### src/rtl/first_fit_two_resource_placer_assert.svh
// ----------------------------------------------------------------------------
// first_fit_two_resource_placer_assert.svh
// Assertion macros for the first-fit placer. They expand to nothing when the
// SYNTHESIS macro is set.
// ----------------------------------------------------------------------------
`ifndef FIRST_FIT_TWO_RESOURCE_PLACER_ASSERT_SVH
`define FIRST_FIT_TWO_RESOURCE_PLACER_ASSERT_SVH

`ifndef SYNTHESIS

// Consequent must hold in the same cycle as the antecedent.
`define FFP_ASSERT_IMM(lbl, clk, rstn, ante, cons, msg) \
    lbl: assert property (@(posedge clk) disable iff (!(rstn)) (ante) |-> (cons)) \
        else $error(msg);

// Consequent must hold in the cycle after the antecedent.
`define FFP_ASSERT_NEXT(lbl, clk, rstn, ante, cons, msg) \
    lbl: assert property (@(posedge clk) disable iff (!(rstn)) (ante) |=> (cons)) \
        else $error(msg);

`else

`define FFP_ASSERT_IMM(lbl, clk, rstn, ante, cons, msg)
`define FFP_ASSERT_NEXT(lbl, clk, rstn, ante, cons, msg)

`endif

`endif

### src/rtl/ffp_pkg.sv
`timescale 1ns / 1ps
// ----------------------------------------------------------------------------
// ffp_pkg
// Shared types, constants and helper functions of the first-fit placer.
// ----------------------------------------------------------------------------
package ffp_pkg;

    localparam int SLICE_W   = 4;
    localparam int TABLE_W   = 20;
    localparam int PROFILE_W = 3;
    localparam int COUNT_W   = 4;
    localparam int OUT_BIN_W = 4;
    localparam int PADDR_W   = 4;
    localparam int PDATA_W   = 32;

    localparam logic [TABLE_W-1:0] COMPUTE_TABLE_RST = 20'd475937;
    localparam logic [TABLE_W-1:0] MEMORY_TABLE_RST  = 20'd541729;
    localparam logic [SLICE_W-1:0] COMPUTE_CAP_RST   = 4'd7;
    localparam logic [SLICE_W-1:0] MEMORY_CAP_RST    = 4'd8;

    localparam logic [COUNT_W-1:0] COUNT_MAX = 4'd15;

    typedef enum logic [1:0] {
        REG_COMPUTE_TABLE = 2'd0,
        REG_MEMORY_TABLE  = 2'd1,
        REG_COMPUTE_CAP   = 2'd2,
        REG_MEMORY_CAP    = 2'd3
    } t_reg_idx;

    typedef enum logic [2:0] {
        S_IDLE,
        S_LOOKUP,
        S_SCAN,
        S_RDCNT,
        S_WRITE,
        S_DONE
    } t_state;

    typedef struct packed {
        logic [TABLE_W-1:0] compute_table;
        logic [TABLE_W-1:0] memory_table;
        logic [SLICE_W-1:0] compute_cap;
        logic [SLICE_W-1:0] memory_cap;
    } t_cfg;

    typedef struct packed {
        logic [SLICE_W-1:0] compute;
        logic [SLICE_W-1:0] memory;
    } t_bin_entry;

    // Controller to datapath.
    typedef struct packed {
        logic load;
        logic lookup;
        logic scan;
        logic take_hit;
        logic take_new;
        logic set_noroom;
        logic rd_cnt;
        logic write;
        logic push;
    } t_cmd;

    // Datapath to controller.
    typedef struct packed {
        logic bad_profile;
        logic fit;
        logic exhausted;
        logic new_ok;
        logic out_free;
    } t_sts;

    function automatic logic [SLICE_W-1:0] nibble_of(input logic [TABLE_W-1:0] tbl,
                                                     input logic [PROFILE_W-1:0] p);
        logic [SLICE_W-1:0] nib;
        case (p)
            3'd0:    nib = tbl[3:0];
            3'd1:    nib = tbl[7:4];
            3'd2:    nib = tbl[11:8];
            3'd3:    nib = tbl[15:12];
            3'd4:    nib = tbl[19:16];
            default: nib = '0;
        endcase
        return nib;
    endfunction

endpackage

### src/rtl/first_fit_two_resource_placer.sv
`timescale 1ns / 1ps
// After its transfer, a request passes through lookup, first-fit scan, count read and write-back
// before its result is loaded into the output register; a refused request skips the later steps.
// The next request is taken the cycle after the result is loaded; the bin memory scan
// makes one read per cycle over the open bins.
// Synchronous active-low reset clears the open-bin count, sequencer and output valid, and
// restores the configuration defaults; bin memories are written as each bin is opened.
// ----------------------------------------------------------------------------
// first_fit_two_resource_placer
// Two-resource first-fit placer: places each profile request in the first open
// bin with enough compute and memory slices, opens a new bin, or reports no room.
// ----------------------------------------------------------------------------
`include "first_fit_two_resource_placer_assert.svh"

module first_fit_two_resource_placer #(
    parameter int NUM_BINS     = 16,
    parameter int NUM_PROFILES = 5
) (
    input  logic                                i_clk,
    input  logic                                i_rst_n,
    input  logic                                i_in_valid,
    output logic                                o_in_stall,
    input  logic [ffp_pkg::PROFILE_W-1:0]       i_profile,
    output logic                                o_out_valid,
    input  logic                                i_out_stall,
    output logic [ffp_pkg::OUT_BIN_W-1:0]       o_bin_index,
    output logic                                o_opened_new,
    output logic                                o_no_room,
    output logic [ffp_pkg::SLICE_W-1:0]         o_compute_left,
    output logic [ffp_pkg::SLICE_W-1:0]         o_memory_left,
    output logic [ffp_pkg::COUNT_W-1:0]         o_profile_count,
    input  logic                                psel,
    input  logic                                penable,
    input  logic                                pwrite,
    input  logic [ffp_pkg::PADDR_W-1:0]         paddr,
    input  logic [ffp_pkg::PDATA_W-1:0]         pwdata,
    output logic [ffp_pkg::PDATA_W-1:0]         prdata,
    output logic                                pready
);

    ffp_pkg::t_cfg w_cfg;
    ffp_pkg::t_cmd w_cmd;
    ffp_pkg::t_sts w_sts;
    logic          w_in_ready;

    assign o_in_stall = !w_in_ready;

    ffp_regs u_regs (
        .i_clk   (i_clk),
        .i_rst_n (i_rst_n),
        .psel    (psel),
        .penable (penable),
        .pwrite  (pwrite),
        .paddr   (paddr),
        .pwdata  (pwdata),
        .prdata  (prdata),
        .pready  (pready),
        .o_cfg   (w_cfg)
    );

    ffp_ctrl u_ctrl (
        .i_clk      (i_clk),
        .i_rst_n    (i_rst_n),
        .i_in_valid (i_in_valid),
        .i_sts      (w_sts),
        .o_cmd      (w_cmd),
        .o_in_ready (w_in_ready)
    );

    ffp_dp #(
        .NUM_BINS     (NUM_BINS),
        .NUM_PROFILES (NUM_PROFILES)
    ) u_dp (
        .i_clk           (i_clk),
        .i_rst_n         (i_rst_n),
        .i_cmd           (w_cmd),
        .i_cfg           (w_cfg),
        .i_profile       (i_profile),
        .i_out_stall     (i_out_stall),
        .o_sts           (w_sts),
        .o_out_valid     (o_out_valid),
        .o_bin_index     (o_bin_index),
        .o_opened_new    (o_opened_new),
        .o_no_room       (o_no_room),
        .o_compute_left  (o_compute_left),
        .o_memory_left   (o_memory_left),
        .o_profile_count (o_profile_count)
    );

    // One request at a time: a transfer in closes the input until the result is loaded.
    `FFP_ASSERT_NEXT(a_one_at_a_time, i_clk, i_rst_n, i_in_valid && !o_in_stall, o_in_stall, "input accepted while a request is in progress")

    // A refused request reports nothing but the no-room flag.
    `FFP_ASSERT_IMM(a_noroom_zero, i_clk, i_rst_n, o_out_valid && o_no_room, o_bin_index == '0 && !o_opened_new && o_compute_left == '0 && o_memory_left == '0 && o_profile_count == '0, "no-room result carries nonzero fields")

    // A freshly opened bin holds exactly the one instance just placed.
    `FFP_ASSERT_IMM(a_new_bin_count, i_clk, i_rst_n, o_out_valid && o_opened_new, !o_no_room && o_profile_count == 4'd1, "new bin result has wrong count or no-room flag")

endmodule

### src/rtl/ffp_regs.sv
`timescale 1ns / 1ps
// ----------------------------------------------------------------------------
// ffp_regs
// APB configuration registers: demand tables and fresh-bin capacities.
// ----------------------------------------------------------------------------
module ffp_regs (
    input  logic                            i_clk,
    input  logic                            i_rst_n,
    input  logic                            psel,
    input  logic                            penable,
    input  logic                            pwrite,
    input  logic [ffp_pkg::PADDR_W-1:0]     paddr,
    input  logic [ffp_pkg::PDATA_W-1:0]     pwdata,
    output logic [ffp_pkg::PDATA_W-1:0]     prdata,
    output logic                            pready,
    output ffp_pkg::t_cfg                   o_cfg
);

    ffp_pkg::t_cfg    r_cfg;
    ffp_pkg::t_reg_idx w_idx;
    logic             w_wr;

    assign pready = 1'b1;
    assign w_idx  = ffp_pkg::t_reg_idx'(paddr[3:2]);
    assign w_wr   = psel & penable & pwrite;

    always_ff @(posedge i_clk) begin
        if (!i_rst_n) begin
            r_cfg.compute_table <= ffp_pkg::COMPUTE_TABLE_RST;
            r_cfg.memory_table  <= ffp_pkg::MEMORY_TABLE_RST;
            r_cfg.compute_cap   <= ffp_pkg::COMPUTE_CAP_RST;
            r_cfg.memory_cap    <= ffp_pkg::MEMORY_CAP_RST;
        end else if (w_wr) begin
            case (w_idx)
                ffp_pkg::REG_COMPUTE_TABLE: begin
                    r_cfg.compute_table <= pwdata[ffp_pkg::TABLE_W-1:0];
                end
                ffp_pkg::REG_MEMORY_TABLE: begin
                    r_cfg.memory_table <= pwdata[ffp_pkg::TABLE_W-1:0];
                end
                ffp_pkg::REG_COMPUTE_CAP: begin
                    r_cfg.compute_cap <= pwdata[ffp_pkg::SLICE_W-1:0];
                end
                ffp_pkg::REG_MEMORY_CAP: begin
                    r_cfg.memory_cap <= pwdata[ffp_pkg::SLICE_W-1:0];
                end
                default: begin
                end
            endcase
        end
    end

    always_comb begin
        case (w_idx)
            ffp_pkg::REG_COMPUTE_TABLE: prdata = 32'(r_cfg.compute_table);
            ffp_pkg::REG_MEMORY_TABLE:  prdata = 32'(r_cfg.memory_table);
            ffp_pkg::REG_COMPUTE_CAP:   prdata = 32'(r_cfg.compute_cap);
            ffp_pkg::REG_MEMORY_CAP:    prdata = 32'(r_cfg.memory_cap);
            default:                    prdata = '0;
        endcase
    end

    assign o_cfg = r_cfg;

endmodule

### src/rtl/ffp_ctrl.sv
`timescale 1ns / 1ps
// ----------------------------------------------------------------------------
// ffp_ctrl
// Sequencer of the placer: lookup, first-fit scan, count read, write-back
// and result hand-off.
// ----------------------------------------------------------------------------
module ffp_ctrl (
    input  logic            i_clk,
    input  logic            i_rst_n,
    input  logic            i_in_valid,
    input  ffp_pkg::t_sts   i_sts,
    output ffp_pkg::t_cmd   o_cmd,
    output logic            o_in_ready
);

    ffp_pkg::t_state r_state;
    ffp_pkg::t_state n_state;

    always_ff @(posedge i_clk) begin
        if (!i_rst_n) begin
            r_state <= ffp_pkg::S_IDLE;
        end else begin
            r_state <= n_state;
        end
    end

    always_comb begin
        n_state = r_state;
        case (r_state)
            ffp_pkg::S_IDLE: begin
                if (i_in_valid) n_state = ffp_pkg::S_LOOKUP;
            end
            ffp_pkg::S_LOOKUP: begin
                n_state = i_sts.bad_profile ? ffp_pkg::S_DONE : ffp_pkg::S_SCAN;
            end
            ffp_pkg::S_SCAN: begin
                if (i_sts.fit) begin
                    n_state = ffp_pkg::S_RDCNT;
                end else if (i_sts.exhausted) begin
                    n_state = i_sts.new_ok ? ffp_pkg::S_RDCNT : ffp_pkg::S_DONE;
                end
            end
            ffp_pkg::S_RDCNT: n_state = ffp_pkg::S_WRITE;
            ffp_pkg::S_WRITE: n_state = ffp_pkg::S_DONE;
            ffp_pkg::S_DONE: begin
                if (i_sts.out_free) n_state = ffp_pkg::S_IDLE;
            end
            default: n_state = ffp_pkg::S_IDLE;
        endcase
    end

    always_comb begin
        o_cmd      = '0;
        o_in_ready = 1'b0;
        case (r_state)
            ffp_pkg::S_IDLE: begin
                o_in_ready = 1'b1;
                o_cmd.load = i_in_valid;
            end
            ffp_pkg::S_LOOKUP: begin
                o_cmd.lookup     = 1'b1;
                o_cmd.set_noroom = i_sts.bad_profile;
            end
            ffp_pkg::S_SCAN: begin
                o_cmd.scan       = 1'b1;
                o_cmd.take_hit   = i_sts.fit;
                o_cmd.take_new   = !i_sts.fit && i_sts.exhausted && i_sts.new_ok;
                o_cmd.set_noroom = !i_sts.fit && i_sts.exhausted && !i_sts.new_ok;
            end
            ffp_pkg::S_RDCNT: o_cmd.rd_cnt = 1'b1;
            ffp_pkg::S_WRITE: o_cmd.write  = 1'b1;
            ffp_pkg::S_DONE:  o_cmd.push   = i_sts.out_free;
            default: begin
            end
        endcase
    end

endmodule

### src/rtl/ffp_dp.sv
`timescale 1ns / 1ps
// ----------------------------------------------------------------------------
// ffp_dp
// Datapath of the placer: demand lookup, bin memory scan, instance count
// memory, open-bin counter and the output register.
// ----------------------------------------------------------------------------
module ffp_dp #(
    parameter int NUM_BINS     = 16,
    parameter int NUM_PROFILES = 5
) (
    input  logic                                i_clk,
    input  logic                                i_rst_n,
    input  ffp_pkg::t_cmd                       i_cmd,
    input  ffp_pkg::t_cfg                       i_cfg,
    input  logic [ffp_pkg::PROFILE_W-1:0]       i_profile,
    input  logic                                i_out_stall,
    output ffp_pkg::t_sts                       o_sts,
    output logic                                o_out_valid,
    output logic [ffp_pkg::OUT_BIN_W-1:0]       o_bin_index,
    output logic                                o_opened_new,
    output logic                                o_no_room,
    output logic [ffp_pkg::SLICE_W-1:0]         o_compute_left,
    output logic [ffp_pkg::SLICE_W-1:0]         o_memory_left,
    output logic [ffp_pkg::COUNT_W-1:0]         o_profile_count
);

    localparam int OPEN_W = $clog2(NUM_BINS + 1);
    localparam int BIN_AW = (NUM_BINS > 1) ? $clog2(NUM_BINS) : 1;
    localparam int ROW_W  = ffp_pkg::COUNT_W * NUM_PROFILES;
    localparam int SW     = ffp_pkg::SLICE_W;
    localparam int CW     = ffp_pkg::COUNT_W;

    // Bin remaining capacity and per-bin instance count rows.
    ffp_pkg::t_bin_entry   bin_mem [NUM_BINS];
    logic [ROW_W-1:0]      cnt_mem [NUM_BINS];

    logic [ffp_pkg::PROFILE_W-1:0] r_profile;
    logic [SW-1:0]                 r_need_c;
    logic [SW-1:0]                 r_need_m;
    logic [OPEN_W-1:0]             r_open;
    logic [OPEN_W-1:0]             r_issue;
    logic                          r_rd_vld;
    logic [BIN_AW-1:0]             r_rd_bin;
    ffp_pkg::t_bin_entry           r_rd_data;
    logic [BIN_AW-1:0]             r_bin;
    logic [SW-1:0]                 r_c;
    logic [SW-1:0]                 r_m;
    logic                          r_fresh;
    logic                          r_noroom;
    logic [ROW_W-1:0]              r_cnt_row;
    logic [CW-1:0]                 r_cnt;

    logic                          r_out_valid;
    logic [ffp_pkg::OUT_BIN_W-1:0] r_out_bin;
    logic                          r_out_new;
    logic                          r_out_noroom;
    logic [SW-1:0]                 r_out_c;
    logic [SW-1:0]                 r_out_m;
    logic [CW-1:0]                 r_out_cnt;

    logic                          w_issue;
    logic [CW-1:0]                 w_old_cnt;
    logic [CW-1:0]                 w_new_cnt;
    logic [ROW_W-1:0]              w_new_row;
    logic [BIN_AW+ffp_pkg::OUT_BIN_W-1:0] w_bin_ext;

    assign w_issue = i_cmd.scan && (r_issue < r_open);

    assign o_sts.bad_profile = r_profile >= ffp_pkg::PROFILE_W'(NUM_PROFILES);
    assign o_sts.fit         = r_rd_vld && (r_rd_data.compute >= r_need_c) &&
                               (r_rd_data.memory >= r_need_m);
    assign o_sts.exhausted   = !r_rd_vld && (r_issue >= r_open);
    assign o_sts.new_ok      = (r_open < OPEN_W'(NUM_BINS)) &&
                               (r_need_c <= i_cfg.compute_cap) &&
                               (r_need_m <= i_cfg.memory_cap);
    assign o_sts.out_free    = !r_out_valid || !i_out_stall;

    // New count row: a fresh bin starts with every count at zero.
    always_comb begin
        w_old_cnt = '0;
        for (int g = 0; g < NUM_PROFILES; g++) begin
            if (3'(g) == r_profile && !r_fresh) w_old_cnt = r_cnt_row[g*CW +: CW];
        end
        w_new_cnt = (w_old_cnt == ffp_pkg::COUNT_MAX) ? w_old_cnt : w_old_cnt + CW'(1);
        for (int g = 0; g < NUM_PROFILES; g++) begin
            if (3'(g) == r_profile) begin
                w_new_row[g*CW +: CW] = w_new_cnt;
            end else begin
                w_new_row[g*CW +: CW] = r_fresh ? '0 : r_cnt_row[g*CW +: CW];
            end
        end
    end

    // Memories.
    always_ff @(posedge i_clk) begin
        if (w_issue) r_rd_data <= bin_mem[r_issue[BIN_AW-1:0]];
        if (i_cmd.rd_cnt) r_cnt_row <= cnt_mem[r_bin];
        if (i_cmd.write) begin
            bin_mem[r_bin] <= '{compute: r_c - r_need_c, memory: r_m - r_need_m};
            cnt_mem[r_bin] <= w_new_row;
        end
    end

    // Control registers.
    always_ff @(posedge i_clk) begin
        if (!i_rst_n) begin
            r_open      <= '0;
            r_issue     <= '0;
            r_rd_vld    <= 1'b0;
            r_out_valid <= 1'b0;
        end else begin
            if (i_cmd.lookup) begin
                r_issue  <= '0;
                r_rd_vld <= 1'b0;
            end else if (i_cmd.scan) begin
                r_rd_vld <= w_issue;
                if (w_issue) r_issue <= r_issue + OPEN_W'(1);
            end
            if (i_cmd.write && r_fresh) r_open <= r_open + OPEN_W'(1);
            if (i_cmd.push) begin
                r_out_valid <= 1'b1;
            end else if (!i_out_stall) begin
                r_out_valid <= 1'b0;
            end
        end
    end

    // Payload registers.
    always_ff @(posedge i_clk) begin
        if (i_cmd.load) begin
            r_profile <= i_profile;
            r_noroom  <= 1'b0;
        end
        if (i_cmd.lookup) begin
            r_need_c <= ffp_pkg::nibble_of(i_cfg.compute_table, r_profile);
            r_need_m <= ffp_pkg::nibble_of(i_cfg.memory_table, r_profile);
        end
        if (w_issue) r_rd_bin <= r_issue[BIN_AW-1:0];
        if (i_cmd.set_noroom) r_noroom <= 1'b1;
        if (i_cmd.take_hit) begin
            r_bin   <= r_rd_bin;
            r_c     <= r_rd_data.compute;
            r_m     <= r_rd_data.memory;
            r_fresh <= 1'b0;
        end
        if (i_cmd.take_new) begin
            r_bin   <= r_open[BIN_AW-1:0];
            r_c     <= i_cfg.compute_cap;
            r_m     <= i_cfg.memory_cap;
            r_fresh <= 1'b1;
        end
        if (i_cmd.write) begin
            r_c   <= r_c - r_need_c;
            r_m   <= r_m - r_need_m;
            r_cnt <= w_new_cnt;
        end
    end

    assign w_bin_ext = {{ffp_pkg::OUT_BIN_W{1'b0}}, r_bin};

    always_ff @(posedge i_clk) begin
        if (i_cmd.push) begin
            if (r_noroom) begin
                r_out_bin    <= '0;
                r_out_new    <= 1'b0;
                r_out_noroom <= 1'b1;
                r_out_c      <= '0;
                r_out_m      <= '0;
                r_out_cnt    <= '0;
            end else begin
                r_out_bin    <= w_bin_ext[ffp_pkg::OUT_BIN_W-1:0];
                r_out_new    <= r_fresh;
                r_out_noroom <= 1'b0;
                r_out_c      <= r_c;
                r_out_m      <= r_m;
                r_out_cnt    <= r_cnt;
            end
        end
    end

    assign o_out_valid     = r_out_valid;
    assign o_bin_index     = r_out_bin;
    assign o_opened_new    = r_out_new;
    assign o_no_room       = r_out_noroom;
    assign o_compute_left  = r_out_c;
    assign o_memory_left   = r_out_m;
    assign o_profile_count = r_out_cnt;

endmodule

### config.mk
export PLATFORM = sky130hd
export DESIGN_NAME = first_fit_two_resource_placer
export DESIGN_NICKNAME = d
export VERILOG_FILES = /design/src/rtl/ffp_pkg.sv /design/src/rtl/first_fit_two_resource_placer.sv /design/src/rtl/ffp_regs.sv /design/src/rtl/ffp_ctrl.sv /design/src/rtl/ffp_dp.sv
export VERILOG_INCLUDE_DIRS = /design/src /design/src/rtl
export SDC_FILE = /design/constraint.sdc
export NUM_CORES = 1
export LEC_CHECK = 0
export ABC_CLOCK_PERIOD_IN_PS = 5100
export BUFFER_PORTS_ARGS = -buffer_cell sky130_fd_sc_hd__buf_2
export CAP_MARGIN = 5
export CORE_UTILIZATION = 55
export CTS_BUF_LIST = sky130_fd_sc_hd__clkbuf_4 sky130_fd_sc_hd__clkbuf_8
export CTS_CLUSTER_DIAMETER = 200
export CTS_CLUSTER_SIZE = 8
export DETAILED_ROUTE_END_ITERATION = 16
export PLACE_DENSITY = 0.73
export SYNTH_ARGS = -nofsm -noshare
export SYNTH_HDL_FRONTEND = slang
export SYNTH_SLANG_ARGS = --single-unit
### constraint.sdc
create_clock -name i_clk -period 5.1 [get_ports i_clk]
set_clock_uncertainty 0.15 [all_clocks]
set_input_delay 0.51 -clock i_clk [delete_from_list [all_inputs] [get_ports i_clk]]
set_output_delay 0.51 -clock i_clk [all_outputs]
set_load 0.02 [all_outputs]
Word level (Yosys, flattened, before mapping)
Memories as Yosys holds them, arrays and structs flattened. A register that Yosys moved wholly into a read port is not among the register bits.
Cells that the tools add are included.
{ "op_classes": {"add_sub_neg": 5, "mux": 47, "n_reduce_logical": 35, "bitwise": 3, "eq_ne": 21, "n_lt_le_gt_ge": 8} }
{ "op_table": {"columns": ["op", "n"], "rows": [
  ["one-hot mux 32 bit (4 select lines)", 1],
  ["2-to-1 mux 4 bit", 24],
  ["one-hot mux 4 bit (5 select lines)", 2],
  ["2-to-1 mux 3 bit", 7],
  ["one-hot mux 3 bit (6 select lines)", 1],
  ["logical AND 1 bit", 15],
  ["equality test 3 x 2 -> 1 bit, second input constant", 4],
  ["2-to-1 mux 1 bit", 11],
  ["adder 5 x 1 -> 5 bit, second input constant", 2],
  ["AND reduction 2 bit", 5],
  ["equality test 3 bit, second input constant", 3],
  ["greater-or-equal comparator 4 bit", 2],
  ["<= comparator 4 bit", 2],
  ["subtractor 4 bit", 2],
  ["logical NOT 1 bit", 7],
  ["equality test 2 x 3 -> 1 bit, first input constant", 2],
  ["equality test 3 x 1 -> 1 bit, second input constant", 2],
  ["logical NOT 3 bit", 2],
  ["greater-or-equal comparator 5 bit", 1],
  ["less-than comparator 5 bit", 1],
  ["less-than comparator 5 bit, second input constant", 1],
  ["adder 4 x 1 -> 4 bit, second input constant", 1],
  ["equality test 2 bit, second input constant", 2],
  ["equality test 4 bit, second input constant", 1],
  ["other kinds (16)", 18]
]} }
{ "totals": {"n_memories": 2, "ram_bits": 448, "regBits": 114} }
{ "mem_list": {"columns": ["memory", "depth", "width", "rd", "rd_clocked_by_memory_dff", "write_ports", "line_no", "rtl"], "rows": [
  ["u_dp.cnt_mem", 16, 20, 1, 1, 1, "ffp_dp.sv:35", "logic [ROW_W-1:0] cnt_mem [NUM_BINS];"],
  ["u_dp.bin_mem", 16, 8, 1, 1, 1, "ffp_dp.sv:34", "ffp_pkg::t_bin_entry bin_mem [NUM_BINS];"]
]} }

Depth between registers and ports, before layout
Gate-level depths: netlist of the first run.
{ "depth": {"word_depth": 10, "ltp_mapped": 11, "ltp_nobuf": 9} }

By module
Synthesis of the first run repeated with hierarchy kept, for this count alone.
{ "unflattened": {"hier_cells": 1430, "area_unflattened_um2": 24683.7} }
{ "modules_own_cells": {"columns": ["module", "seq_area_each_um2", "instances", "area_per_inst_um2", "cells_per_inst"], "rows": [
  ["ffp_dp", 16045.4, 1, 21974.8, 1134],
  ["ffp_regs", 960.9, 1, 2367.3, 255],
  ["ffp_ctrl", 60.1, 1, 337.8, 40],
  ["first_fit_two_resource_placer", 0.0, 1, 3.8, 1]
]} }

Worst setup path after synthesis of the first run
OpenSTA, ideal clock, no wires.
{ "synth_path": {"kind": "register -> register", "startpoint": "register u_dp.r_bin[1]", "endpoint": "memory u_dp.bin_mem[0][0] (netlist name), enable pin", "arrival_ps": 3204, "path_slack_ps": 1298, "path_stages_with_launch": 5, "required_time_ps": 4502, "path_buffers": 2, "period_less_slack_ps": 3802, "path_cell_list": "edfxtp_1 > clkbuf_1 > clkbuf_1 > or3_1 > nor3_1"} }
{ "synth_lines": {"columns": ["element", "line_no", "rtl"], "rows": [
  ["start, declared", "ffp_dp.sv:45", "logic [BIN_AW-1:0] r_bin;"],
  ["start signal, assigned", "ffp_dp.sv:141", "r_bin <= r_rd_bin;"],
  ["start signal, assigned", "ffp_dp.sv:147", "r_bin <= r_open[BIN_AW-1:0];"],
  ["end, declared", "ffp_dp.sv:34", null]
]} }
No word-level cell before the write port.

Worst setup path in the final report of the first run
{ "layout_path": {"startpoint": "register u_dp.r_profile[1] (netlist name)", "endpoint": "memory u_dp.cnt_mem[0][19] (netlist name), data pin"} }
{ "layout_between": {"elab_chain_cells": 10, "word_cells_on_any_way": 19} }
{ "layout_lines": {"columns": ["element", "line_no", "rtl"], "rows": [
  ["start, declared", "ffp_dp.sv:37", "logic [ffp_pkg::PROFILE_W-1:0] r_profile;"],
  ["start signal, assigned", "ffp_dp.sv:131", "r_profile <= i_profile;"],
  ["logical NOT 3 bit", "ffp_dp.sv:82", "if (3'(g) == r_profile && !r_fresh) w_old_cnt = r_cnt_row[g*CW +: CW];"],
  ["logical AND 1 bit", "ffp_dp.sv:82", null],
  ["2-to-1 mux 4 bit (5 in a row)", "ffp_dp.sv:82", null],
  ["adder 4 x 1 -> 4 bit / equality test 4 bit (equally long branches)", "ffp_dp.sv:84", "w_new_cnt = (w_old_cnt == ffp_pkg::COUNT_MAX) ? w_old_cnt : w_old_cnt + CW'(1);"],
  ["2-to-1 mux 4 bit", "ffp_dp.sv:84", null],
  ["2-to-1 mux 4 bit (*)", "ffp_dp.sv:86", "if (3'(g) == r_profile) begin"],
  ["named net u_dp.w_new_row[19]", "ffp_dp.sv:64", "logic [ROW_W-1:0] w_new_row;"],
  ["end, declared", "ffp_dp.sv:35", null]
]} }
The timed path passes the listed nets; every way through them passes the cells marked *.

==> results.md, run 1 <==
- Metal3 WL: 4340 um
- Slew Viols, Final: 0
- Clock-pin slew of the registers on the worst-case setup and hold paths: 70 ps
- DR iter-0 viols: 1444
- Pwr dens: 379 nW/um^2
- Period utilization: 0.841
- Status: finished clean
- Layout cells sized above 1: 0.268
- Nets: 1624
- Commonest non-fill, non-tap cell in the layout: edfxtp_1
- Max Fclk: 0.233 GHz
- Global route overflow: 0
- Wirelength, routed: 53600 um
- Clock latency at the later pin of the worst-skew pair: 650 ps
- Number of synthesized flops with an enable pin: 525
- R2R setup slack: 810 ps
- DR WL/cell: 24.7 um
- Ys async rst share: 0
- Ys Warns: 0
- Clk root buf: clkbuf_8
- Leakage: 9.16 nW
- Vias: 13200
- Most frequent cells in the layout: edfxtp_1, mux4_2, nand2_1
- Site row count: 76
- Met2 Wirelength: 25600 um
- Met1 wire length: 22300 um
- CTS H-Tree Depth: 3
- Required time of the critical path: 5180 ps
- Min-Delay Path Class: in2reg
- Antenna Nets Post-Route: 0
- Count of cell types in the netlist: 60
- Drt first pass iters: 5
- Initial antenna violation count: 0
- I/O pin cnt: 99
- Die ar.: 45000 sq um
- # port buffers: 71
- Worst setup EP type: register
- Post-route insts no fill: 2169
- Maximum clock insertion buffer count: 3
- Final core utilization: 0.629
- Dpl ws: 976 ps
- First-pass GRT wire length: 80600 um
- Largest net degree at the start of global routing: 60
- CTS tree: yes
- Vias/cell: 6.07
- Chip Height: 212 um
- Max-cap viol count: 0
- Final setup vio count: 0
- HPWL Detailed: 32000 um
- Die span in x: 212 um
- Vias in the first global route: 13300
- Postcts setup bufs: 0
- Total negative setup slack: 0 ps
- Area Overhead vs Synth: 12.2%
- Yosys top cell area share: 0.649
- Ant diodes: 0
- Prevailing post-synth register cell: edfxtp_1
- Setup ws final: 809 ps
- Leading area contributor after synthesis: edfxtp_1
- Tot GR Track Use: 0.246
- Mean Syn Cell Area: 17.4 sq um
- Rel. slew slack: 0.250
- Uppermost layer routed: met4
- GP Congestion: 0.849
- Post-layout minimum cycle time: 4290 ps
- CP Data Arrival Time: 4370 ps
- Core area: 43300 sq um
- Placed cells: 2022
- Initial Util: 0.561
- Max FO, Critical Path: 25
- WS Path Type: reg2reg
- FF+latch count, synth: 590
- Worst Tran Pin Value: 1120 ps
- Fin. Hold Viols: 0
- Share of the yosys chip area belonging to registers: 0.703
- Top post-synthesis cells by area: edfxtp_1, mux4_2, dfxtp_1
- Unrepaired setup endpoints after global routing: false
- Cells after Synth: 1392
- Synthesized cell area: 24300 sq um
- Sink Count: 590
- Num CTS Buffers: 83
- Peak VDD IR: 0.199 mV
- Critical path startpoint category: register
- Drc violations: 0
[routing by layer]
metal | global-route usage | up-vias
li1 | - | 5711
met1 | 0.350 | 6776
met2 | 0.386 | 606
met3 | 0.0461 | 82
met4 | 0.0867 | 0
met5 | 0 | -
[layout make-up]
| cell class | instances | area (sq um) |
|---|---|---|
| sequential | 590 | 17100 |
| fill | 2972 | 16000 |
| multi-input combinational | 677 | 6800 |
| clock buffer | 118 | 1420 |
| timing repair buffer | 146 | 991 |
| tap | 585 | 732 |
| inverter | 48 | 180 |
| clock inverter | 5 | 37.5 |
[flip-flops by register name, summed over array words and instances, names as in the netlist, 4 cells and up]
| register | flops |
|---|---|
| u_dp.r_issue | 5 |
| u_dp.r_need_m | 4 |
| u_dp.r_m | 4 |
| u_dp.r_need_c | 4 |
| u_dp.r_c | 4 |
| u_dp.r_open | 5 |
| u_dp.r_bin | 4 |
| u_dp.o_profile_count | 4 |
| u_dp.bin_mem | 128 |
| u_dp.r_cnt | 4 |
| u_dp.cnt_mem | 320 |
| u_dp.o_bin_index | 4 |
| u_dp.r_cnt_row | 20 |
| u_dp.o_compute_left | 4 |
| u_dp.r_rd_bin | 4 |
| u_regs.o_cfg | 48 |
| u_dp.r_rd_data | 8 |
| u_dp.o_memory_left | 4 |
[report_power, final]
part / leakage [nW] / switching, mW / internal, mW
logic: 3.07 / 0.718 / 0.358
clock network: 0.781 / 1.65 / 1.77
registers: 5.31 / 0.120 / 5.70
total: 9.16 / 2.49 / 7.82
[metrics by stage]
step | total power, mW | hold slack, ps | area [sq um]
final | 10.3 | 155 | 27200
after global routing | 10.7 | 150 | 27200
after CTS | 10.4 | 116 | 27200
after detailed placement | 6.96 | 329 | 25500
after floorplan | 6.55 | 285 | 24300
after global placement | 6.90 | 319 | 25500
[final timing paths]
path / startpoint / endpoint / cells after the start
worst min register to register: u_regs.o_cfg[32] / u_regs.o_cfg[32] / 2
worst min-delay path: i_in_valid / u_dp.r_noroom / 3
worst max register to register: u_dp.r_profile[1] / u_dp.cnt_mem[0][19] / 8
worst max-delay path: u_dp.r_profile[1] / u_dp.cnt_mem[0][19] / 8
[cell families (layout without fill, tap and decap cells)]
family,after synthesis,after routing,share of synthesized area
simple gates,299,299,0.0620
xor+xnor,11,11,0.00397
compound gates,137,137,0.0379
flops,590,590,0.703
other cells,2,13,0.000309
fa+ha+maj,32,32,0.0171
buf+inv,136,317,0.0248
mux,185,185,0.151
[cell usage after synthesis, types with 8 or more instances]
cell	number
a21boi_0	29
a21oi_1	15
a221o_1	8
and2_1	8
buf_2	13
buf_4	14
clkbuf_1	51
dfxtp_1	65
edfxtp_1	525
ha_1	30
inv_1	48
mux2i_1	35
mux4_2	144
nand2_1	114
nand2b_1	11
nand3_1	16
nand3b_1	21
nor2_1	50
nor2b_1	28
nor3_1	19
o21ai_0	36
xnor2_1	10
[worst max-delay path, cell delays in order, from the launching register on]
cell	delay [ps]
edfxtp_1	770
nand3b_1	500
nor3b_1	110
a211oi_1	580
inv_1	100
ha_1	250
or3_1	390
mux2i_2	520
o21ai_1	480
[timing repair]
item                                    4_1_cts  5_1_grt
gates resized for setup                       0        0
hold buffers                                 24        0
endpoints found under the setup margin        0        0
endpoints found under the hold margin        49        0
(Power assumes the default switching activity.)
==> inputs of run 2 (changes only) <==
--- a/config.mk
+++ b/config.mk
@@ -6,7 +6,7 @@
 export SDC_FILE = /design/constraint.sdc
 export NUM_CORES = 1
 export LEC_CHECK = 0
-export ABC_CLOCK_PERIOD_IN_PS = 5100
+export ABC_CLOCK_PERIOD_IN_PS = 4300
 export BUFFER_PORTS_ARGS = -buffer_cell sky130_fd_sc_hd__buf_2
 export CAP_MARGIN = 5
 export CORE_UTILIZATION = 55
==> constraint.sdc (replaced) <==
create_clock -name i_clk -period 4.3 [get_ports i_clk]
set_clock_uncertainty 0.15 [all_clocks]
set_input_delay 0.43 -clock i_clk [delete_from_list [all_inputs] [get_ports i_clk]]
set_output_delay 0.43 -clock i_clk [all_outputs]
set_load 0.02 [all_outputs]
==> run 2 against run 1 <==
Effect of this change:
- die area unchanged
- sequential cell count unchanged
- clock power increased by 18%
- routed wire length decreased by 2.5%
- combinational power increased by 19%
- hold slack got worse by 110 ps
- cell count increased by 0.37%
- critical endpoint is now u_dp.cnt_mem[14][18]
- largest power group unchanged
==> results.md, run 2 (synthesized netlist as in run 1, its figures left out) <==
- Metal3 WL: 3490 um (was 4340 um)
- HPWL Detailed: 32100 um (was 32000 um)
- Status: finished clean (unchanged)
- First-pass GRT wire length: 78100 um (was 80600 um)
- Total negative setup slack: 0 ps (unchanged)
- Layout cells sized above 1: 0.270 (was 0.268)
- Min-Delay Path Class: in2reg (unchanged)
- Site row count: 76 (unchanged)
- Min Hold Slack: 47.0 ps (was 155 ps)
- Core area: 43300 sq um (unchanged)
- Top reg by flops: u_dp.cnt_mem (unchanged)
- Antenna Nets Post-Route: 0 (unchanged)
- Leakage: 9.16 nW (about the same)
- Chip Height: 212 um (unchanged)
- Fin. Hold Viols: 0 (unchanged)
- WS Path Type: reg2reg (unchanged)
- Global route overflow: 0 (unchanged)
- Met1 wire length: 21700 um (was 22300 um)
- Drc violations: 0 (unchanged)
- Wirelength, routed: 52300 um (was 53600 um)
- CTS tree: yes (unchanged)
- Maximum clock insertion buffer count: 3 (unchanged)
- Peak VDD IR: 0.272 mV (was 0.199 mV)
- Largest net degree at the start of global routing: 60 (unchanged)
- Num CTS Buffers: 83 (unchanged)
- Tot Pwr: 12.2 mW (was 10.3 mW)
- Pwr dens: 448 nW/um^2 (was 379 nW/um^2)
- Clock-pin slew of the registers on the worst-case setup and hold paths: 70 ps (about the same)
- Post-CTS Hold Buffers: 24 (unchanged)
- CP top delay family: compound AO/OA/AOI/OAI gates (unchanged)
- Final instance area: 27300 sq um (was 27200 sq um)
- Critical path's slowest cell: mux2i_1 (was edfxtp_1)
- Clock latency at the later pin of the worst-skew pair: 660 ps (was 650 ps)
- Crit path buf inv count: 1 (unchanged)
- DR iter-0 viols: 1233 (was 1444)
- CTS H-Tree Depth: 3 (unchanged)
- Sink Count: 590 (unchanged)
- Max Fclk: 0.252 GHz (was 0.233 GHz)
- CP Data Arrival Time: 4080 ps (was 4370 ps)
- Unrepaired setup endpoints after global routing: false (unchanged)
- Required time of the critical path: 4420 ps (was 5180 ps)
- Postcts setup bufs: 0 (unchanged)
- Clk root buf: clkbuf_8 (unchanged)
- Area Overhead vs Synth: 12.3% (was 12.2%)
- Final setup vio count: 0 (unchanged)
- Period utilization: 0.923 (was 0.841)
- Cell Area, Placed: 25500 sq um (about the same)
- I/O pin cnt: 99 (unchanged)
- Post-layout minimum cycle time: 3970 ps (was 4290 ps)
- PostCTS Resize Cnt: 0 (unchanged)
- Die ar.: 45000 sq um (unchanged)
- Initial antenna violation count: 1 (was 0)
- DR WL/cell: 24.0 um (was 24.7 um)
- Commonest non-fill, non-tap cell in the layout: edfxtp_1 (unchanged)
- Max FO, Critical Path: 19 (was 25)
- Die span in x: 212 um (unchanged)
- Nets: 1631 (was 1624)
- Uppermost layer routed: met4 (unchanged)
- Most frequent cells in the layout: edfxtp_1, mux4_2, nand2_1 (unchanged)
- CP cell instances: or3b_4 -> nor3b_1 -> a211oi_1 -> inv_1 -> ha_1 -> o21ai_0 -> o21bai_1 -> mux2i_1 (was nand3b_1 -> nor3b_1 -> a211oi_1 -> inv_1 -> ha_1 -> or3_1 -> mux2i_2 -> o21ai_1)
- Rel. slew slack: 0.149 (was 0.250)
- Drt first pass iters: 5 (unchanged)
- Met2 Wirelength: 25700 um (was 25600 um)
- Tot GR Track Use: 0.240 (was 0.246)
- # port buffers: 71 (unchanged)
- Initial Util: 0.561 (unchanged)
- Vias: 13000 (was 13200)
- Largest register FFs: 320 (unchanged)
- Worst setup EP type: register (unchanged)
- Slew Viols, Final: 0 (unchanged)
- Vias in the first global route: 13100 (was 13300)
- Worst Tran Pin Value: 1270 ps (was 1120 ps)
- GP Congestion: 0.903 (was 0.849)
- Max incr delay on CP: 960 ps (was 770 ps)
- Max-cap viol count: 0 (unchanged)
- Vias/cell: 5.99 (was 6.07)
- R2R setup slack: 330 ps (was 810 ps)
- Critical path startpoint category: register (unchanged)
[run 2: cell types whose count changed in the layout (fill, tap and decap cells not counted), sizes merged]
cell / before / now
clkbuf: 118 / 117
diode: 0 / 1
inv: 51 / 50
clkinvlp: 1 / 3
buf: 122 / 129
[run 2: worst paths after layout]
kind | start | to | cells past startpoint
hold reg to reg | u_regs.o_cfg[47] | u_regs.o_cfg[47] | 2
setup / recovery | u_dp.r_profile[0] | u_dp.cnt_mem[14][18] | 8
hold / removal | i_in_valid | u_dp.r_noroom | 3
setup reg to reg | u_dp.r_profile[0] | u_dp.cnt_mem[14][18] | 8
[run 2: metal layers]
metal,vias to the layer above,track usage
met4,0,0.101
met2,544,0.388
met5,-,0
met3,84,0.0425
li1,5729,-
met1,6680,0.323
[run 2: through the flow]
| step | util | setup WS, ps | std cells |
|---|---|---|---|
| finish | 0.630 | 333 | 2177 |
| global placement | 0.590 | 652 | 2027 |
| floorplan | - | 498 | 1403 |
| global route | 0.630 | 170 | 2177 |
| detailed placement | 0.590 | 410 | 2027 |
| CTS | 0.629 | 369 | 2174 |
[run 2: report_power, final]
part	switching (mW)	internal (mW)
sequential	0.125	6.75
combinational	0.860	0.431
clock	1.95	2.08
total	2.93	9.26
[run 2: cell type report]
| class | instances | area (sq um) |
|---|---|---|
| clock buffer | 117 | 1410 |
| multi-input combinational | 677 | 6780 |
| timing repair buffer | 153 | 1040 |
| clock inverter | 6 | 43.8 |
| antenna | 1 | 2.50 |
| inverter | 48 | 180 |
| sequential | 590 | 17100 |
| fill | 2966 | 16000 |
| tap | 585 | 732 |
[run 2: worst reg2reg max path, cell delays in order, from the launching register on]
cell and delay (ps):
edfxtp_1 740, or3b_4 340, nor3b_1 80, a211oi_1 550, inv_1 100, ha_1 250, o21ai_0 160, o21bai_1 270
mux2i_1 960
==> inputs of run 3 (changes only) <==
--- a/config.mk
+++ b/config.mk
@@ -9,12 +9,13 @@
 export ABC_CLOCK_PERIOD_IN_PS = 4300
 export BUFFER_PORTS_ARGS = -buffer_cell sky130_fd_sc_hd__buf_2
 export CAP_MARGIN = 5
-export CORE_UTILIZATION = 55
+export CORE_ASPECT_RATIO = 0.5
+export CORE_UTILIZATION = 49
 export CTS_BUF_LIST = sky130_fd_sc_hd__clkbuf_4 sky130_fd_sc_hd__clkbuf_8
 export CTS_CLUSTER_DIAMETER = 200
-export CTS_CLUSTER_SIZE = 8
+export CTS_CLUSTER_SIZE = 14
 export DETAILED_ROUTE_END_ITERATION = 16
-export PLACE_DENSITY = 0.73
+export PLACE_DENSITY = 0.67
 export SYNTH_ARGS = -nofsm -noshare
 export SYNTH_HDL_FRONTEND = slang
 export SYNTH_SLANG_ARGS = --single-unit
==> run 3 against run 2 <==
Effect of this change:
- routed wire length grew 2.9%
- highest routed layer is now met5
- first-iteration DRC count up 20%
- sequential share of layout area up 0.81 points
==> results.md, run 3 (synthesized netlist as in run 1, its figures left out) <==
- Max Fclk: 0.262 GHz (was 0.252 GHz)
- Min Hold Slack: 88.9 ps (was 47.0 ps)
- Max incr delay on CP: 660 ps (was 960 ps)
- Met2 Use GR: 0.338 (was 0.388)
- I/O pin cnt: 99 (unchanged)
- Clock latency at the later pin of the worst-skew pair: 630 ps (was 660 ps)
- Vias in the first global route: 13000 (was 13100)
- Leakage: 8.91 nW (was 9.16 nW)
- Die span in x: 317 um (was 212 um)
- Switching part of the total: 0.247 (was 0.240)
- First-pass GRT wire length: 81200 um (was 78100 um)
- Fin. Hold Viols: 0 (unchanged)
- Dpl ws: 334 ps (was 410 ps)
- Maximum clock insertion buffer count: 3 (unchanged)
- Cell Area, Placed: 25700 sq um (was 25500 sq um)
- CTS H-Tree Depth: 2 (was 3)
- Vias/cell: 5.94 (was 5.99)
- Worst setup EP type: register (unchanged)
- Period utilization: 0.887 (was 0.923)
- Crit path to: u_dp.cnt_mem[14][11] (was u_dp.cnt_mem[14][18])
- Setup ws final: 486 ps (was 333 ps)
- Sequential Power Share: 0.609 (was 0.564)
- Clock-pin slew of the registers on the worst-case setup and hold paths: 90 ps (was 70 ps)
- Die ar.: 50500 sq um (was 45000 sq um)
- Critical path's slowest cell: edfxtp_1 (was mux2i_1)
- Site row count: 57 (was 76)
- DR iter-0 viols: 1479 (was 1233)
- R2R setup slack: 490 ps (was 330 ps)
- HPWL Detailed: 33100 um (was 32100 um)
- Core area: 48700 sq um (was 43300 sq um)
- Clk root buf: clkbuf_8 (unchanged)
- Instance count on the critical path: 9 (was 8)
- Final core utilization: 0.552 (was 0.630)
- Setup crit start: u_dp.r_profile[1] (was u_dp.r_profile[0])
- Worst Tran Pin Value: 1250 ps (was 1270 ps)
- Final instance area: 26900 sq um (was 27300 sq um)
- Drt first pass iters: 7 (was 5)
- Drc violations: 0 (unchanged)
- Reg2Reg Depth: 9 (was 8)
- Max-cap viol count: 0 (unchanged)
- # port buffers: 71 (unchanged)
- CTS tree: yes (unchanged)
- Crit path buf inv count: 2 (was 1)
- Chip Height: 159 um (was 212 um)
- Required time of the critical path: 4360 ps (was 4420 ps)
- Top reg by flops: u_dp.cnt_mem (unchanged)
- Min-Delay Path Class: in2reg (unchanged)
- PostCTS Resize Cnt: 0 (unchanged)
- Final setup vio count: 0 (unchanged)
- Pwr dens: 419 nW/um^2 (was 448 nW/um^2)
- Commonest non-fill, non-tap cell in the layout: edfxtp_1 (unchanged)
- Unrepaired setup endpoints after global routing: false (unchanged)
- Total negative setup slack: 0 ps (unchanged)
- Post-layout minimum cycle time: 3810 ps (was 3970 ps)
- Share of total power in the clock network: 0.275 (was 0.330)
- Reg-to-Reg End: u_dp.cnt_mem[14][11] (was u_dp.cnt_mem[14][18])
- Status: finished clean (unchanged)
- DR WL/cell: 24.5 um (was 24.0 um)
- Antenna Nets Post-Route: 0 (unchanged)
- WS Path Type: reg2reg (unchanged)
- GP Congestion: 0.846 (was 0.903)
- Wirelength, routed: 53800 um (was 52300 um)
- Rel. slew slack: 0.162 (was 0.149)
- Num CTS Buffers: 48 (was 83)
- Fill cells: 3772 (was 2966)
- Max FO, Critical Path: 16 (was 19)
- CP cell instances: or3b_4 -> nor3b_1 -> a211oi_1 -> inv_1 -> ha_1 -> or3_1 -> mux2i_2 -> buf_4 -> o21ai_1 (was or3b_4 -> nor3b_1 -> a211oi_1 -> inv_1 -> ha_1 -> o21ai_0 -> o21bai_1 -> mux2i_1)
- Global route overflow: 0 (unchanged)
- Tot GR Track Use: 0.217 (was 0.240)
- Busiest grt layer: met2 (unchanged)
- Critical path startpoint category: register (unchanged)
- Sw power: 2.78 mW (was 2.93 mW)
- CP top delay family: compound AO/OA/AOI/OAI gates (unchanged)
- Nets: 1596 (was 1631)
- Ant diodes: 0 (was 1)
- FF-to-FF Start: u_dp.r_profile[1] (was u_dp.r_profile[0])
- Largest register FFs: 320 (unchanged)
- Initial Util: 0.498 (was 0.561)
- Met1 GRT Util: 0.324 (was 0.323)
- Sink Count: 590 (unchanged)
- Slew Viols, Final: 0 (unchanged)
- Combinational fraction of design power: 0.116 (was 0.106)
- Area Overhead vs Synth: 10.8% (was 12.3%)
- Met3 track demand over resource: 0.0359 (was 0.0425)
- CP Data Arrival Time: 3880 ps (was 4080 ps)
- Layout cells sized above 1: 0.250 (was 0.270)
- Largest net degree at the start of global routing: 85 (was 60)
- Vias: 13000 (about the same)
- Internal power: 8.49 mW (was 9.26 mW)
- Initial antenna violation count: 1 (unchanged)
- Most frequent cells in the layout: edfxtp_1, mux4_2, nand2_1 (unchanged)
- Peak VDD IR: 0.217 mV (was 0.272 mV)
run 3: changes by cell type in the layout (fill, tap and decap cells not counted), moves of 2 or more:
| cell | delta |
|---|---|
| clkbuf_8 | -36 |
| buf_12 | +9 |
| buf_4 | -9 |
| clkbuf_4 | -4 |
| clkinvlp_4 | -3 |
| inv_6 | -2 |
| o21ai_0 | -2 |
| o21ai_1 | +2 |
run 3: worst min-delay path by stage:
stage                               start                to  slack [ps]  cells past startpoint
after global routing           i_in_valid     u_dp.r_noroom          50                      3
after floorplan           u_dp.r_issue[0]  u_dp.r_rd_bin[0]         280                      0
after CTS                      i_in_valid     u_dp.r_noroom          50                      3
after detailed placement  u_regs.o_cfg[9]   u_regs.o_cfg[9]         330                      2
after global placement    u_regs.o_cfg[9]   u_regs.o_cfg[9]         310                      2
final                          i_in_valid     u_dp.r_noroom          90                      3
run 3: stage by stage:
| stage | power (mW) | cells |
|---|---|---|
| finish | 11.3 | 2196 |
| global route | 11.7 | 2196 |
| CTS | 11.3 | 2195 |
| detailed placement | 8.28 | 2092 |
| global placement | 8.19 | 2092 |
| floorplan | 7.77 | 1403 |
run 3: layer usage:
metal | vias up | share of wire | wire (um)
li1 | 5655 | - | -
met1 | 6858 | 0.44 | 23800
met2 | 467 | 0.47 | 25500
met3 | 65 | 0.068 | 3650
met4 | 2 | 0.016 | 843
met5 | - | 0.00024 | 13
run 3: worst min-delay path, cell delays in order:
cell and delay (ps):
buf_2 100, nand2_1 120, a221o_1 160
run 3: what timing repair did:
action | 4_1_cts | 5_1_grt
hold buffers | 24 | 0
buffers inserted | 0 | 0
hold endpoints to repair | 52 | 0
run 3: power groups by stage:
stage | Combinational (mW) | Sequential (mW) | Clock (mW)
floorplan | 0.843 | 6.93 | 0
CTS | 1.30 | 6.87 | 3.17
detailed placement | 1.28 | 7.00 | 0
global placement | 1.20 | 6.99 | 0
global route | 1.42 | 6.88 | 3.39
finish | 1.31 | 6.87 | 3.10
run 3: area by class of cell:
class / instances / area, sq um / area share
Timing Repair Buffer: 153 / 1160 / 0.0430
Inverter: 48 / 180 / 0.00670
Tap cell: 649 / 812 / 0.0302
Sequential cell: 590 / 17100 / 0.634
Multi-Input combinational cell: 677 / 6780 / 0.252
Clock buffer: 77 / 885 / 0.0329
Clock inverter: 2 / 27.5 / 0.00102
